[src/sv/i64div_pkg.sv]
// ----------------------------------------------------------------------------
// i64div_pkg
// Shared types and constants for the pipelined 64-bit restoring divider.
// ----------------------------------------------------------------------------
package i64div_pkg;

    localparam int unsigned DATA_W    = 64;
    localparam int unsigned TOP_BIT   = DATA_W - 1;
    localparam int unsigned DIV_STEPS = DATA_W;

    typedef logic [DATA_W-1:0] t_word;

    typedef enum logic [1:0] {
        OP_UQUO = 2'd0,
        OP_UREM = 2'd1,
        OP_SQUO = 2'd2,
        OP_SREM = 2'd3
    } t_opcode;

    // Sideband that rides along the cell chain untouched
    typedef struct packed {
        t_opcode op;
        logic    n_neg;
        logic    d_neg;
        logic    d_zero;
    } t_ctrl;

    // One stage of the chain: partial remainder, shared dividend/quotient
    // shift word (dividend bits leave at the top, quotient bits enter at
    // the bottom) and the divisor magnitude.
    typedef struct packed {
        logic  valid;
        t_ctrl ctrl;
        t_word rem;
        t_word nq;
        t_word dvs;
    } t_stage;

endpackage

[src/sv/i64div_cell.sv]
// ----------------------------------------------------------------------------
// i64div_cell
// One restoring shift-subtract step: shift the next dividend bit into the
// partial remainder, subtract the divisor when it fits, record the quotient
// bit, and register the result for the next cell.
// ----------------------------------------------------------------------------
module i64div_cell
    import i64div_pkg::*;
(
    input  logic   i_clk,
    input  logic   i_rst_n,
    input  logic   i_en,
    input  t_stage i_stage,
    output t_stage o_stage
);

    t_stage r_stage;
    t_stage n_stage;
    t_word  w_shift;
    t_word  w_diff;
    logic   w_carry;
    logic   w_fit;

    always_comb begin
        w_carry = i_stage.rem[TOP_BIT];
        w_shift = {i_stage.rem[TOP_BIT-1:0], i_stage.nq[TOP_BIT]};
        w_diff  = w_shift - i_stage.dvs;
        // Bit shifted out of the remainder means it already exceeds the divisor
        w_fit   = w_carry || (w_shift >= i_stage.dvs);

        n_stage     = i_stage;
        n_stage.rem = w_fit ? w_diff : w_shift;
        n_stage.nq  = {i_stage.nq[TOP_BIT-1:0], w_fit};
    end

    always_ff @(posedge i_clk) begin
        if (!i_rst_n) begin
            r_stage.valid <= 1'b0;
        end else if (i_en) begin
            r_stage <= n_stage;
        end
    end

    assign o_stage = r_stage;

endmodule

[config.mk]
export PLATFORM = sky130hd
export DESIGN_NAME = i64div_cell
export DESIGN_NICKNAME = d
export VERILOG_FILES = /design/src/sv/i64div_pkg.sv /design/src/sv/i64div_cell.sv
export SDC_FILE = /design/constraint.sdc
export NUM_CORES = 1
export LEC_CHECK = 0
export BUFFER_PORTS_ARGS = -buffer_cell sky130_fd_sc_hd__buf_2
export CORE_MARGIN = 4
export CORE_UTILIZATION = 35
export CTS_CLUSTER_DIAMETER = 150
export DETAILED_ROUTE_END_ITERATION = 8
export PLACE_DENSITY = 0.61
export SLEW_MARGIN = 20
export SYNTH_ARGS = -nofsm -noshare
export SYNTH_HDL_FRONTEND = slang
export SYNTH_SLANG_ARGS = --single-unit
[constraint.sdc]
create_clock -name i_clk -period 14.9 [get_ports i_clk]
set_input_delay 1.49 -clock i_clk [delete_from_list [all_inputs] [get_ports i_clk]]
set_output_delay 1.49 -clock i_clk [all_outputs]
set_load 0.02 [all_outputs]
==> impl_metrics.json <==
{
  "outcome": "completed",
  "wl_mm": 34.0,
  "setup_viol": 0,
  "synth_commonest_cells": "edfxtp_1, nand2_1, inv_1",
  "initialDrtViolationCount": 563,
  "vias": 8981,
  "synth_ff_type": "edfxtp_1",
  "viasPerCell": 5.07,
  "worst_pin_slew_ns": 0.961,
  "rsz0062_at_grt": "no",
  "synthToLayoutAreaGrowth_pct": 27.1,
  "start_util": 0.359,
  "synth_seq_cells": 198,
  "arrival_ns": 5.15,
  "powerDensity_mw_per_mm2": 114,
  "slowest_stage": "buf_4",
  "chipWidth_um": 183,
  "post_cts_resized": 0,
  "worstSetupPathType": "in2reg",
  "finClkSkew_ns": 0,
  "h-tree-depth": 4,
  "grt_max_degree": 80,
  "synth_largest_area_cell": "edfxtp_1",
  "peakVddDrop_mv": 0.0774,
  "drive_gt1_frac": 0.325,
  "netlist_instances": 987,
  "grtUsageTotal": 0.194,
  "fin_crit_ns": 4.94,
  "gr-total-overflow": 0,
  "clk_pin_slew_ns": 0.08,
  "cp_num_buf_inv": 5,
  "path_cells": "buf_2 > inv_1 > ha_1 > fa_1 > nand2b_1 > a211oi_1 > o21ai_1 > a211o_1 > a31oi_1 > o21ai_1 > a21oi_2 > o31ai_4 > buf_4 > buf_4 > inv_2 > mux2_1",
  "ant_nets": 0,
  "finalPower_mw": 1.56,
  "fp.dieH_um": 183,
  "critPathCaptureType": "register",
  "cp_top_family": "buffers and inverters",
  "p_leak_nw": 5.98,
  "required_ns": 15.10,
  "drv_cap": 0,
  "multi_input_area_mm2": 0.00431,
  "p_int_mw": 1.08,
  "cp_max_fo": 79,
  "cts_buffers": 17,
  "fin_crit_sh": 0.332,
  "finalHoldViolCount": 0,
  "post-synth-top-count-cell": "edfxtp_1",
  "routedWlPerCell_um": 19.2,
  "largest_register_ff_count": 198,
  "yosysTopAreaCellShare": 0.549,
  "cts_tree": "built",
  "clk-insertion-delay-late_ns": 0.45,
  "place_congestion": 0.888,
  "netSwitchingFraction": 0.308,
  "pwr-share-comb": 0.245,
  "pwr-share-seq": 0.437,
  "grt_first_pass_wirelength_mm": 50.0,
  "cp-start-kind": "input port",
  "clock_path_buffers": 2,
  "drc_errors": 0,
  "yosysWarnings": 0,
  "syn_nets": 1253,
  "cts-hold-fix-buffers": 0,
  "first_global_vias": 8617,
  "die_area_mm2": 0.0337,
  "critPathMaxStageDelay_ns": 0.70,
  "cts_sinks": 198,
  "hpwl_mm": 27.4,
  "cts_root_buffer": "clkbuf_16",
  "syn_area_mm2": 0.0108,
  "drv_slew": 0,
  "timing.setup.tns_ns": 0,
  "antenna_found_initial": 5,
  "p_clk_frac": 0.318,
  "rows": 63,
  "seqCellArea_mm2": 0.00594,
  "pin_count": 399,
  "clock.fmax_mhz": 202,
  "post_cts_buffers": 0,
  "fill_cells": 2870,
  "design.core.area_mm2": 0.0300,
  "dr.pass1.iters": 6,
  "hp-class": "reg2reg",
  "ys_seq_area_frac": 0.551,
  "async_reset_ff_frac": 0,
  "synth_edf_count": 197,
  "ys_types": 63,
  "syn_area_per_cell_um2": 10.9,
  "portBuffers": 398,
  "synthTopCellsByArea": "edfxtp_1, ha_1, nand2_1",
  "switchingPower_uw": 481,
  "nNetsFinal": 1632,
  "max_slew_margin": 0.359
}
==> logic make-up (layout without fill, tap and decap cells) <==
logic type | count (synthesis) | in the layout | share of synthesized area
compound gates | 287 | 287 | 0.163
xor+xnor | 57 | 57 | 0.0463
fa+ha+maj | 65 | 65 | 0.0762
buf+inv | 123 | 515 | 0.0489
flops | 198 | 198 | 0.551
mux | 6 | 6 | 0.00604
other cells | 0 | 2 | 0
simple gates | 251 | 251 | 0.108
==> final timing paths <==
| path | from | to | slack [ns] | depth (start not counted) |
|---|---|---|---|---|
| hold reg to reg | o_stage[197] | o_stage[197] | 0.55 | 2 |
| setup / recovery | i_stage[127] | o_stage[151] | 9.96 | 16 |
| hold / removal | o_stage[197] | o_stage[197] | 0.55 | 2 |
| setup reg to reg | o_stage[197] | o_stage[197] | 14.27 | 2 |
==> layout make-up <==
class | instances | share of cell area
Multi-Input combinational cell | 666 | 0.315
Antenna cell | 2 | 0.000366
Inverter | 80 | 0.0219
Tap cell | 390 | 0.0356
Clock buffer | 18 | 0.0313
Timing Repair Buffer | 403 | 0.148
Clock inverter | 14 | 0.0138
Sequential cell | 198 | 0.434
==> worst min-delay path, delay by kind of cell (launching register included) <==
| kind | cells | cell delay [ns] |
|---|---|---|
| mux | 1 | 0.08 |
| simple gates | 1 | 0.11 |
| flops | 1 | 0.33 |
==> cells in the final DEF, fill, tap and decap left out, types with 3 or more instances in the layout <==
cell type / instances
a211o_1: 4
a211oi_1: 6
a21o_1: 36
a21oi_1: 74
a31o_2: 3
a31oi_1: 11
and2_1: 5
and3_1: 3
buf_2: 398
buf_4: 5
bufinv_16: 3
clkbuf_16: 17
edfxtp_1: 197
ha_1: 64
inv_1: 79
inv_6: 4
mux2_1: 4
nand2_1: 113
nand2b_1: 6
nand3_1: 16
nand4_1: 22
nor2_1: 45
nor2b_1: 9
nor3_1: 13
nor3b_1: 3
nor4b_1: 3
o21a_1: 12
o21ai_0: 36
o21ai_1: 65
o21bai_1: 9
o31a_1: 4
o31ai_1: 4
or2_2: 3
or4_1: 3
xnor2_1: 29
xor2_1: 28
==> through the flow <==
stage                     hold WS [ns]  setup slack, ns   util  cells  cell area, um^2
final                            0.552             9.96  0.456   1771            13700
after global routing             0.601             9.62  0.456   1771            13700
after CTS                        0.561             9.95  0.456   1769            13700
after detailed placement         0.536             9.47  0.435   1737            13100
after global placement           0.506             9.51  0.435   1737            13100
after floorplan                  0.589             8.36      -    987            10800
==> layer usage <==
metal / part of all wire / wire length [um] / global-route usage / vias up
li1: - / - / - / 4366
met1: 0.40 / 13700 / 0.241 / 4185
met2: 0.48 / 16400 / 0.320 / 375
met3: 0.085 / 2910 / 0.0594 / 49
met4: 0.028 / 942 / 0.0712 / 6
met5: 0.0010 / 34 / 0 / -
==> power by group through the flow <==
| stage | logic (mW) | registers, mW | clock network (mW) |
|---|---|---|---|
| 3_5_place_dp | 0.382 | 0.694 | 0 |
| 3_3_place_gp | 0.379 | 0.693 | 0 |
| 2_1_floorplan | 0.194 | 0.758 | 0 |
| 6_report | 0.382 | 0.681 | 0.495 |
| 5_1_grt | 0.419 | 0.686 | 0.533 |
| 4_1_cts | 0.384 | 0.682 | 0.509 |
No activity file was read; power rests on OpenSTA's default activity.
