## src/sv/i64div_pkg.sv

```systemverilog
// ----------------------------------------------------------------------------
// i64div_pkg
// Shared types and constants for the pipelined 64-bit restoring divider.
// ----------------------------------------------------------------------------
package i64div_pkg;

    localparam int unsigned DATA_W    = 64;
    localparam int unsigned TOP_BIT   = DATA_W - 1;
    localparam int unsigned DIV_STEPS = DATA_W;

    typedef logic [DATA_W-1:0] t_word;

    typedef enum logic [1:0] {
        OP_UQUO = 2'd0,
        OP_UREM = 2'd1,
        OP_SQUO = 2'd2,
        OP_SREM = 2'd3
    } t_opcode;

    // Sideband that rides along the cell chain untouched
    typedef struct packed {
        t_opcode op;
        logic    n_neg;
        logic    d_neg;
        logic    d_zero;
    } t_ctrl;

    // One stage of the chain: partial remainder, shared dividend/quotient
    // shift word (dividend bits leave at the top, quotient bits enter at
    // the bottom) and the divisor magnitude.
    typedef struct packed {
        logic  valid;
        t_ctrl ctrl;
        t_word rem;
        t_word nq;
        t_word dvs;
    } t_stage;

endpackage

```

## src/sv/i64div_prep.sv

```systemverilog
// ----------------------------------------------------------------------------
// i64div_prep
// Operand conditioning: takes magnitudes for signed opcodes, flags a zero
// divisor and loads the head of the cell chain.
// ----------------------------------------------------------------------------
module i64div_prep
    import i64div_pkg::*;
(
    input  logic    i_clk,
    input  logic    i_rst_n,
    input  logic    i_en,
    input  logic    i_valid,
    input  t_opcode i_op,
    input  t_word   i_dividend,
    input  t_word   i_divisor,
    output t_stage  o_stage
);

    t_stage r_stage;
    t_stage n_stage;
    logic   w_signed;
    logic   w_n_neg;
    logic   w_d_neg;

    always_comb begin
        w_signed = (i_op == OP_SQUO) || (i_op == OP_SREM);
        w_n_neg  = i_dividend[TOP_BIT];
        w_d_neg  = i_divisor[TOP_BIT];

        n_stage              = r_stage;
        n_stage.valid        = i_valid;
        n_stage.ctrl.op      = i_op;
        n_stage.ctrl.n_neg   = w_n_neg;
        n_stage.ctrl.d_neg   = w_d_neg;
        n_stage.ctrl.d_zero  = (i_divisor == '0);
        n_stage.rem          = '0;
        n_stage.nq           = (w_signed && w_n_neg) ? (t_word'(0) - i_dividend) : i_dividend;
        n_stage.dvs          = (w_signed && w_d_neg) ? (t_word'(0) - i_divisor) : i_divisor;
    end

    // Reset clears only the valid bit; the data fields load with it
    always_ff @(posedge i_clk) begin
        if (!i_rst_n) begin
            r_stage.valid <= 1'b0;
        end else if (i_en) begin
            r_stage <= n_stage;
        end
    end

    assign o_stage = r_stage;

endmodule

```

## config.mk

```make
export PLATFORM = sky130hd
export DESIGN_NAME = i64div_prep
export DESIGN_NICKNAME = d
export VERILOG_FILES = /design/src/sv/i64div_pkg.sv /design/src/sv/i64div_prep.sv
export SDC_FILE = /design/constraint.sdc
export NUM_CORES = 1
export LEC_CHECK = 0
export ABC_CLOCK_PERIOD_IN_PS = 8600
export BUFFER_PORTS_ARGS = -buffer_cell sky130_fd_sc_hd__clkbuf_2
export CORE_UTILIZATION = 45
export DETAILED_ROUTE_END_ITERATION = 10
export PLACE_DENSITY = 0.76
export REMOVE_ABC_BUFFERS = 1
export SETUP_SLACK_MARGIN = 0.02
export SLEW_MARGIN = 0
export SYNTH_ARGS = -nofsm -noshare
export SYNTH_HDL_FRONTEND = slang
export SYNTH_SLANG_ARGS = --single-unit
```

## constraint.sdc

```tcl
create_clock -name i_clk -period 8.6 [get_ports i_clk]
set_input_delay 1.29 -clock i_clk [delete_from_list [all_inputs] [get_ports i_clk]]
set_output_delay 1.29 -clock i_clk [all_outputs]
set_load 0.05 [all_outputs]
```

==> results by group, run 1 <==
Clocking
  – CTS resizes: 0
  – Clock buffer depth: 2
  – Cts bufs inserted: 17
  – CTS sink count: 134
  – Post-cts hold buffer count: 0
  – Worst skew pair latency: ~420 ps
  – Setup Buffers After CTS: 0
  – Clock-pin transition on the worst setup and hold timing paths: around 60 ps
  – Htree depth: 4
  – CTS tree: done
  – Root buf cell: clkbuf_16

Routing
  – Routed wire per std cell: approximately 17 um
  – Final wirelength: a little over 20000 um
  – Final ANT Viol Nets: 0
  – Vias per cell: 5.33
  – DRC violations left: 0
  – Vias: around 6300
  – Iteration count of the initial detailed-routing pass: 5
  – DR iter-0 viols: ~480

GRT
  – First-pass GRT wire length: roughly 30000 um
  – Total congestion overflow: 0
  – Met2 Use GR: 0.359
  – Met1 usage: 0.293
  – M3 GR Usage: 0.0527
  – Pin count of the biggest net entering global routing: just under 70
  – Initial antenna violation count: 0
  – Vias in the first global route: 5748
  – GR peak layer: met2
  – Total GRT Usage: 0.229

Layout
  – Share of layout cells above drive strength 1: 0.328
  – Fill cells: 1401
  – Diode count: 0
  – Core Util, Final: 0.577
  – # nets final: ~1100
  – Design area: around 9500 um^2
  – Area Growth Syn to Fin: 25.3%
  – Max reg flops: about 130

Setup path
  – Top delay family on crit path: simple AND/OR/NAND/NOR gates
  – Data required time of the critical path: approximately 9000 ps
  – Reg2Reg Capture Point: o_stage[197]$_SDFFE_PN0P_
  – WP data arrival: between 4000 and 5000 ps
  – Critical path's slowest cell: nor4_2
  – Startpoint types: input pin
  – RR Startpoint: o_stage[197]$_SDFFE_PN0P_
  – Path depth of the worst reg2reg path: 2
  – Critical path class: input pin to flip-flop
  – Max stage delay on crit path: 1050 ps
  – R2R Setup Slk: 8010 ps
  – Critical path, cell by cell: clkbuf_2, inv_1, ha_1, or4b_1, or3_1, nor4_2, a41oi_1, xor2_1
  – Buf/Inv on CP: 2
  – Crit path max fanout: 11
  – Worst setup EP type: flip-flop

STA
  – Final setup viols: 0
  – Post-route setup TNS: 0 ps
  – Min Tclk post-route: 3990 ps
  – Hold Vio Cnt, Final: 0
  – Period utilization: 0.464
  – F_max: ~250 MHz
  – Worst hold slack: about 530 ps
  – Final Max Tran Viols: 0
  – Actual slew at the worst max-slew pin: 1180 ps
  – Unrepaired setup endpoints after global routing: false
  – Worst Skew: 0 ps
  – Slew Limit Headroom: 0.209

Worst hold path
  – Hold Path End: o_stage[197]$_SDFFE_PN0P_
  – Hold path startpoint: o_stage[197]$_SDFFE_PN0P_
  – Hold path depth: 2
  – Hold Crit Class: flip-flop to flip-flop

Yosys
  – Post-synth ARST share: 0
  – Post-Syn Area per Cell: between 10 and 15 um^2
  – Post-synth EDFFs: 133
  – Netlist cell types: between 40 and 50
  – Ys flop type: edfxtp_1
  – Post-Syn Area: approximately 7600 um^2
  – Sequential-to-total area share from yosys stat: 0.528
  – Synth Warn #: 0
  – Yosys reg bits: ~130
  – Post-Syn Instances: about 680

Power and ir drop
  – Total Power: approximately 0.0020 W
  – Worst vdd ir: approximately 0.00013 V
  – Cell Pwr Density: between 200 and 250 nW/um^2
  – Pleak: between 4 and 5 nW

Place
  – IO buf count: roughly 270
  – Post-DP HPWL: roughly 15000 um
  – Gpl congestion: ~0.90
  – Post-DP Area: just under 9000 um^2

Floorplanning
  – Height of the die: approximately 130 um
  – IO Count: around 330
  – Core Rows: 47
  – Initial Util: 0.460
  – Die ar.: approximately 17000 um^2
  – Die W: 132 um
  – Core area: between 15000 and 20000 um^2

Outcome
  – Run status: finished clean

Job
  – Max-cap violation count: 0
through the flow:
step                      std cells  setup WS, ps
after floorplan                 657          3760
after global placement         1148          4290
after detailed placement       1148          4220
after CTS                      1179          4660
after global routing           1179          4430
final                          1179          4610
tightest hold or removal path: stages, from the launching register on:
cell and delay, ps:
dfxtp_1 330, mux2i_1 70, nor2b_1 100
how the worst max path moves through the flow:
stage | from | to | cells past startpoint
2_1_floorplan | i_en | o_stage[0]$_DFFE_PP_ | 1
3_3_place_gp | i_dividend[0] | o_stage[116]$_DFFE_PP_ | 8
3_5_place_dp | i_dividend[1] | o_stage[106]$_DFFE_PP_ | 8
4_1_cts | i_dividend[1] | o_stage[106]$_DFFE_PP_ | 8
5_1_grt | i_dividend[1] | o_stage[106]$_DFFE_PP_ | 8
6_report | i_dividend[1] | o_stage[106]$_DFFE_PP_ | 8
cells by family after synthesis:
group,count (synthesis),synth area share
other,1,0.000493
multiplexers,1,0.00132
flip-flops,134,0.528
adder cells (fa/ha/maj),2,0.00329
buffers and inverters,104,0.0850
XOR/XNOR,122,0.140
AO/OA/AOI/OAI,110,0.0915
AND/OR/NAND/NOR,203,0.150
layout make-up:
cell class                      count  area [um^2]  share of cell area
Multi-Input combinational cell    502         3180               0.334
Clock buffer                       17          425              0.0446
Clock inverter                     14          184              0.0193
Tap cell                          220          275              0.0289
Sequential cell                   134         4010               0.421
Timing Repair Buffer              271         1370               0.143
Inverter                           21         78.8             0.00827
cell usage in the layout (no fill, tap or decap), types with 22 or more instances in the layout:
cell type and count:
edfxtp_1 133, xnor2_1 36, a21oi_1 29, xor2_1 86, nor4_1 23, a31oi_1 44
nand2_1 22, conb_1 64, nor3_1 37, clkbuf_2 267, nor2_1 55
where the power goes:
group / switching, W / internal, W
Clock: 0.000276 / 0.000481
Combinational: 0.000358 / 0.0000975
Sequential: 0.0000140 / 0.000786
Total: 0.000649 / 0.00136
synth_stat cells (8+ instances only):
master    instances  area, um^2
nor2_1           55         206
buf_4            66         495
o21ai_0          15        75.1
a31oi_1          44         275
clkbuf_1         15        56.3
inv_1            21        78.8
nor4_1           23         144
nor3_1           37         185
a21oi_1          29         145
or4_1             9        67.6
edfxtp_1        133        3990
a41oi_1           8        70.1
xnor2_1          36         315
nand3_1           9        45.0
xor2_1           86         753
or3_1             9        56.3
nand2_1          22        82.6
per-layer routing:
layer | part of all wire | vias to the layer above | wire length (um)
li1 | - | 2932 | -
met1 | 0.42 | 2938 | 8370
met2 | 0.47 | 355 | 9410
met3 | 0.076 | 60 | 1520
met4 | 0.040 | 0 | 805
met5 | 0 | - | 0
(Power assumes the default switching activity.)
==> inputs of run 2 (changes only) <==
Settings changed: ABC_CLOCK_PERIOD_IN_PS 8600 to 3750.
Clock period 8.6 ns to 3.75 ns, I/O delays scaled along.
==> run 2 against run 1 <==
  * Hold slack got worse by 180 ps
  * Total power grew 130%
  * Utilization grew 0.64 points
  * Highest routed layer unchanged
==> results by group, run 2 (synthesis results as in run 1) <==
Outcome
  – Run status: finished clean

Setup path
  – Startpoint types: input pin
  – Worst setup EP type: flip-flop
  – Critical path, cell by cell: clkbuf_2, inv_1, ha_1, or4b_1, or3_1, nor2_1, a41oi_1, xor2_1
  – Buf/Inv on CP: 2
  – Crit path max fanout: 7
  – Top delay family on crit path: simple AND/OR/NAND/NOR gates
  – WP data arrival: roughly 2800 ps
  – Critical path's slowest cell: nor2_1
  – Critical path class: input pin to flip-flop
  – Max stage delay on crit path: ~490 ps
  – Data required time of the critical path: a little under 4000 ps

Routing
  – Met2 routed WL: 9610 um
  – Final wirelength: 20100 um
  – M1 WL: about 8400 um
  – Vias per cell: around 5.3
  – Iteration count of the initial detailed-routing pass: 5
  – Vias: between 6000 and 7000
  – Final ANT Viol Nets: 0
  – Routed wire per std cell: 16.9 um
  – DR iter-0 viols: approximately 380
  – Top layer in use: met4
  – Metal3 WL: between 1000 and 1500 um
  – DRC violations left: 0

Floorplanning
  – Height of the die: roughly 130 um
  – IO Count: 332
  – Core area: between 15000 and 20000 um^2
  – Die ar.: between 15000 and 20000 um^2
  – Core Rows: 47
  – Initial Util: 0.460
  – Die W: around 130 um

Power and ir drop
  – Register share of total power: 0.392
  – Cell Pwr Density: ~490 nW/um^2
  – Switch share: 0.317
  – Total Power: 0.00468 W
  – Worst vdd ir: 0.000292 V
  – P_sw: between 0.001 and 0.0015 W
  – Pleak: about 4 nW
  – Pint: 0.00320 W
  – Clock Power Share: 0.384
  – Logic pwr share: 0.224

Place
  – Placed Cells incl. Taps: between 1000 and 1500
  – Worst slack, placed: 754 ps
  – Gpl congestion: approximately 0.91
  – Post-DP HPWL: ~15000 um
  – Post-DP Area: approximately 9000 um^2
  – IO buf count: approximately 270

STA
  – Actual slew at the worst max-slew pin: roughly 1100 ps
  – Final setup viols: 0
  – Worst hold slack: ~350 ps
  – Worst Skew: 0 ps
  – Final Max Tran Viols: 0
  – F_max: about 380 MHz
  – Unrepaired setup endpoints after global routing: false
  – Period utilization: 0.700
  – Min Tclk post-route: approximately 2600 ps
  – Hold Vio Cnt, Final: 0
  – Setup WS post-layout: between 1000 and 1500 ps
  – Slew Limit Headroom: 0.244

Clocking
  – Cts bufs inserted: 17
  – CTS tree: done
  – Post-cts hold buffer count: 0
  – Clock buffer depth: 2
  – Setup Buffers After CTS: 0
  – Root buf cell: clkbuf_16
  – CTS resizes: 0
  – CTS sink count: between 100 and 150
  – Htree depth: 4
  – Worst skew pair latency: between 400 and 500 ps
  – Clock-pin transition on the worst setup and hold timing paths: around 50 ps

Layout
  – Area Growth Syn to Fin: 26.7%
  – Diode count: 0
  – Commonest non-fill, non-tap cell in the layout: clkbuf_2
  – Finished Layout Cells: 1189
  – Share of layout cells above drive strength 1: 0.333
  – Design area: between 9000 and 10000 um^2
  – # nets final: 1092
  – Max reg flops: 134
  – Commonest non-fill, non-tap cells in the layout: clkbuf_2 (267), edfxtp_1 (133), xor2_1 (86)

GRT
  – Vias in the first global route: around 5800
  – Pin count of the biggest net entering global routing: 59
  – Total GRT Usage: 0.230
  – First-pass GRT wire length: between 30000 and 40000 um
  – Total congestion overflow: 0
  – Initial antenna violation count: 0

Job
  – Max-cap violation count: 0

Worst hold path
  – Hold Crit Class: input pin to flip-flop
-- run 2: routing by layer --
layer / global-route usage / vias up
li1: - / 2956
met5: 0 / -
met4: 0.0975 / 0
met3: 0.0550 / 45
met1: 0.297 / 2911
met2: 0.372 / 336
-- run 2: final cells by class --
type	count	area [um^2]
multi-input combinational	502	3180
timing repair buffer	280	1450
clock inverter	15	210
sequential	134	4010
clock buffer	17	425
tap	220	275
fill	1426	6890
inverter	21	78.8
-- run 2: metrics by stage --
| stage | util | TNS, ps |
|---|---|---|
| after floorplan | - | -48450 |
| after global placement | 0.545 | 0 |
| after detailed placement | 0.545 | 0 |
| after CTS | 0.583 | 0 |
| after global routing | 0.583 | 0 |
| final | 0.583 | 0 |
-- run 2: power by group through the flow --
stage	sequential, W	clock, W	combinational (W)
after CTS	0.00184	0.00183	0.00105
final	0.00183	0.00180	0.00105
after global placement	0.00186	0	0.00104
after detailed placement	0.00187	0	0.00105
after floorplan	0.00228	0	0.000343
after global routing	0.00184	0.00189	0.00110
-- run 2: worst paths after layout --
path                                                 from                   endpoint  slack, ps  depth (start not counted)
worst max-delay path                        i_dividend[0]      o_stage[90]$_DFFE_PP_       1130                          8
worst min-delay path                              i_op[0]     o_stage[195]$_DFFE_PP_        350                          1
worst max register to register  o_stage[197]$_SDFFE_PN0P_  o_stage[197]$_SDFFE_PN0P_       3160                          2
worst min register to register  o_stage[197]$_SDFFE_PN0P_  o_stage[197]$_SDFFE_PN0P_        530                          2
-- run 2: worst reg2reg max path, stage by stage, from the launching register on --
cell     delay [ps]
dfxtp_1         300
mux2i_1         120
nor2b_1          60
==> inputs of run 3 (changes only) <==
Settings changed: ABC_CLOCK_PERIOD_IN_PS 3750 to 2200, CORE_UTILIZATION 45 to 44, PLACE_DENSITY 0.76 to 0.78.
Clock period 3.75 ns to 2.2 ns, I/O delays scaled along.
==> run 3 against run 2 <==
  * Combinational power grew 79%
  * Highest routed layer is now met5
  * Sequential share of layout area is 2.9 points lower
  * Die area grew 2.2%
  * Largest power group is now the clock network
==> results by group, run 3 (synthesis results as in run 1) <==
Power and ir drop
  – Worst vdd ir: about 0.00053 V
  – Total Power: around 0.008 W
  – Cell Pwr Density: ~790 nW/um^2
  – Pleak: 4.50 nW

Layout
  – # nets final: ~1200
  – Commonest non-fill, non-tap cells in the layout: clkbuf_2 (265), edfxtp_1 (133), buf_4 (89)
  – Diode count: 0
  – Max reg flops: between 100 and 150
  – Commonest non-fill, non-tap cell in the layout: clkbuf_2
  – Fill cells: ~1400
  – Core Util, Final: 0.618
  – Finished Layout Cells: 1269
  – Area Growth Syn to Fin: 36.2%
  – Share of layout cells above drive strength 1: 0.394

Routing
  – Vias: about 6700
  – Final ANT Viol Nets: 0
  – Final wirelength: 21200 um
  – Iteration count of the initial detailed-routing pass: 7
  – Vias per cell: roughly 5.2
  – DR iter-0 viols: around 570
  – DRC violations left: 0
  – Routed wire per std cell: about 17 um

Worst hold path
  – Hold Crit Class: input pin to flip-flop

Setup path
  – Crit path max fanout: 5
  – Critical path class: input pin to flip-flop
  – Worst setup EP type: flip-flop
  – WP data arrival: 2360 ps
  – Startpoint types: input pin
  – Data required time of the critical path: between 2000 and 2500 ps

STA
  – Post-route setup TNS: 0 ps
  – Unrepaired setup endpoints after global routing: true
  – Slew Limit Headroom: 0.654
  – Worst hold slack: a little under 100 ps
  – Period utilization: 0.998
  – Min Tclk post-route: ~2200 ps
  – Worst Skew: 0 ps
  – Final Max Tran Viols: 0
  – F_max: approximately 460 MHz
  – Final setup viols: 0
  – Hold Vio Cnt, Final: 0
  – Actual slew at the worst max-slew pin: roughly 520 ps

GRT
  – Initial antenna violation count: 1
  – Vias in the first global route: about 6200
  – Total GRT Usage: 0.235
  – Total congestion overflow: 0
  – Pin count of the biggest net entering global routing: 68
  – First-pass GRT wire length: 32000 um

Clocking
  – Htree depth: 4
  – Clock-pin transition on the worst setup and hold timing paths: around 60 ps
  – Cts bufs inserted: 17
  – Root buf cell: clkbuf_16
  – CTS sink count: roughly 130
  – Post-cts hold buffer count: 0
  – Clock buffer depth: 2
  – CTS tree: done
  – Worst skew pair latency: 410 ps

Floorplanning
  – Initial Util: 0.454
  – Core area: roughly 17000 um^2
  – Height of the die: between 100 and 150 um
  – Die ar.: about 18000 um^2
  – IO Count: ~330
  – Core Rows: between 40 and 50
  – Die W: roughly 130 um

Place
  – Gpl congestion: ~0.90
  – Placed Cells incl. Taps: 1232
  – Post-DP HPWL: 15900 um
  – IO buf count: approximately 270

Outcome
  – Run status: finished clean

Job
  – Max-cap violation count: 0
[run 3: stage by stage]
stage                     worst slack [ps]  instance area [um^2]
after floorplan                      -1680                  7270
after global placement                -378                  9590
after detailed placement              -462                  9590
after CTS                             44.2                 10300
after global routing                 -21.7                 10400
final                                 4.87                 10400
[run 3: cell type report]
class / count / area [um^2] / share of cell area
Sequential cell: 134 / 4010 / 0.387
Multi-Input combinational cell: 502 / 3250 / 0.313
Timing Repair Buffer: 360 / 2080 / 0.201
Clock buffer: 18 / 429 / 0.0414
Tap cell: 220 / 275 / 0.0266
Clock inverter: 14 / 230 / 0.0222
Inverter: 21 / 81.3 / 0.00785
[run 3: worst paths after layout]
kind                                                start                   endpoint  slack [ps]  depth (start not counted)
worst max register to register  o_stage[197]$_SDFFE_PN0P_  o_stage[197]$_SDFFE_PN0P_        1620                          2
worst min register to register  o_stage[197]$_SDFFE_PN0P_  o_stage[197]$_SDFFE_PN0P_         520                          2
worst max-delay path                        i_dividend[0]     o_stage[114]$_DFFE_PP_           5                         10
worst min-delay path                              i_op[0]     o_stage[195]$_DFFE_PP_         100                          1
[run 3: what timing repair did]
action	4_1_cts	5_1_grt
buffers inserted	0	4
pin swaps	0	7
resized for setup	1	15
setup endpoints to repair	3	25
cloned	0	1
endpoints found under the hold margin	0	0
[run 3: worst max-delay path, stage by stage]
cell	delay (ps)
buf_6	100
inv_2	60
ha_4	120
or4b_4	470
or3_4	440
buf_4	160
nor4_4	230
buf_4	180
a31oi_1	90
xor2_1	160
[run 3: routing by layer]
layer,GRT usage,vias to the layer above,wire (um)
met5,0,-,13
met4,0.0953,2,644
met3,0.0601,48,1550
met2,0.385,367,10400
met1,0.295,3127,8590
li1,-,3116,-
[run 3: where the power goes]
group / switching, W / internal, W / leakage [nW]
sequential: 0.0000534 / 0.00307 / 1.25
clock: 0.00109 / 0.00212 / 0.317
combinational: 0.00143 / 0.000451 / 2.93
total: 0.00257 / 0.00564 / 4.50
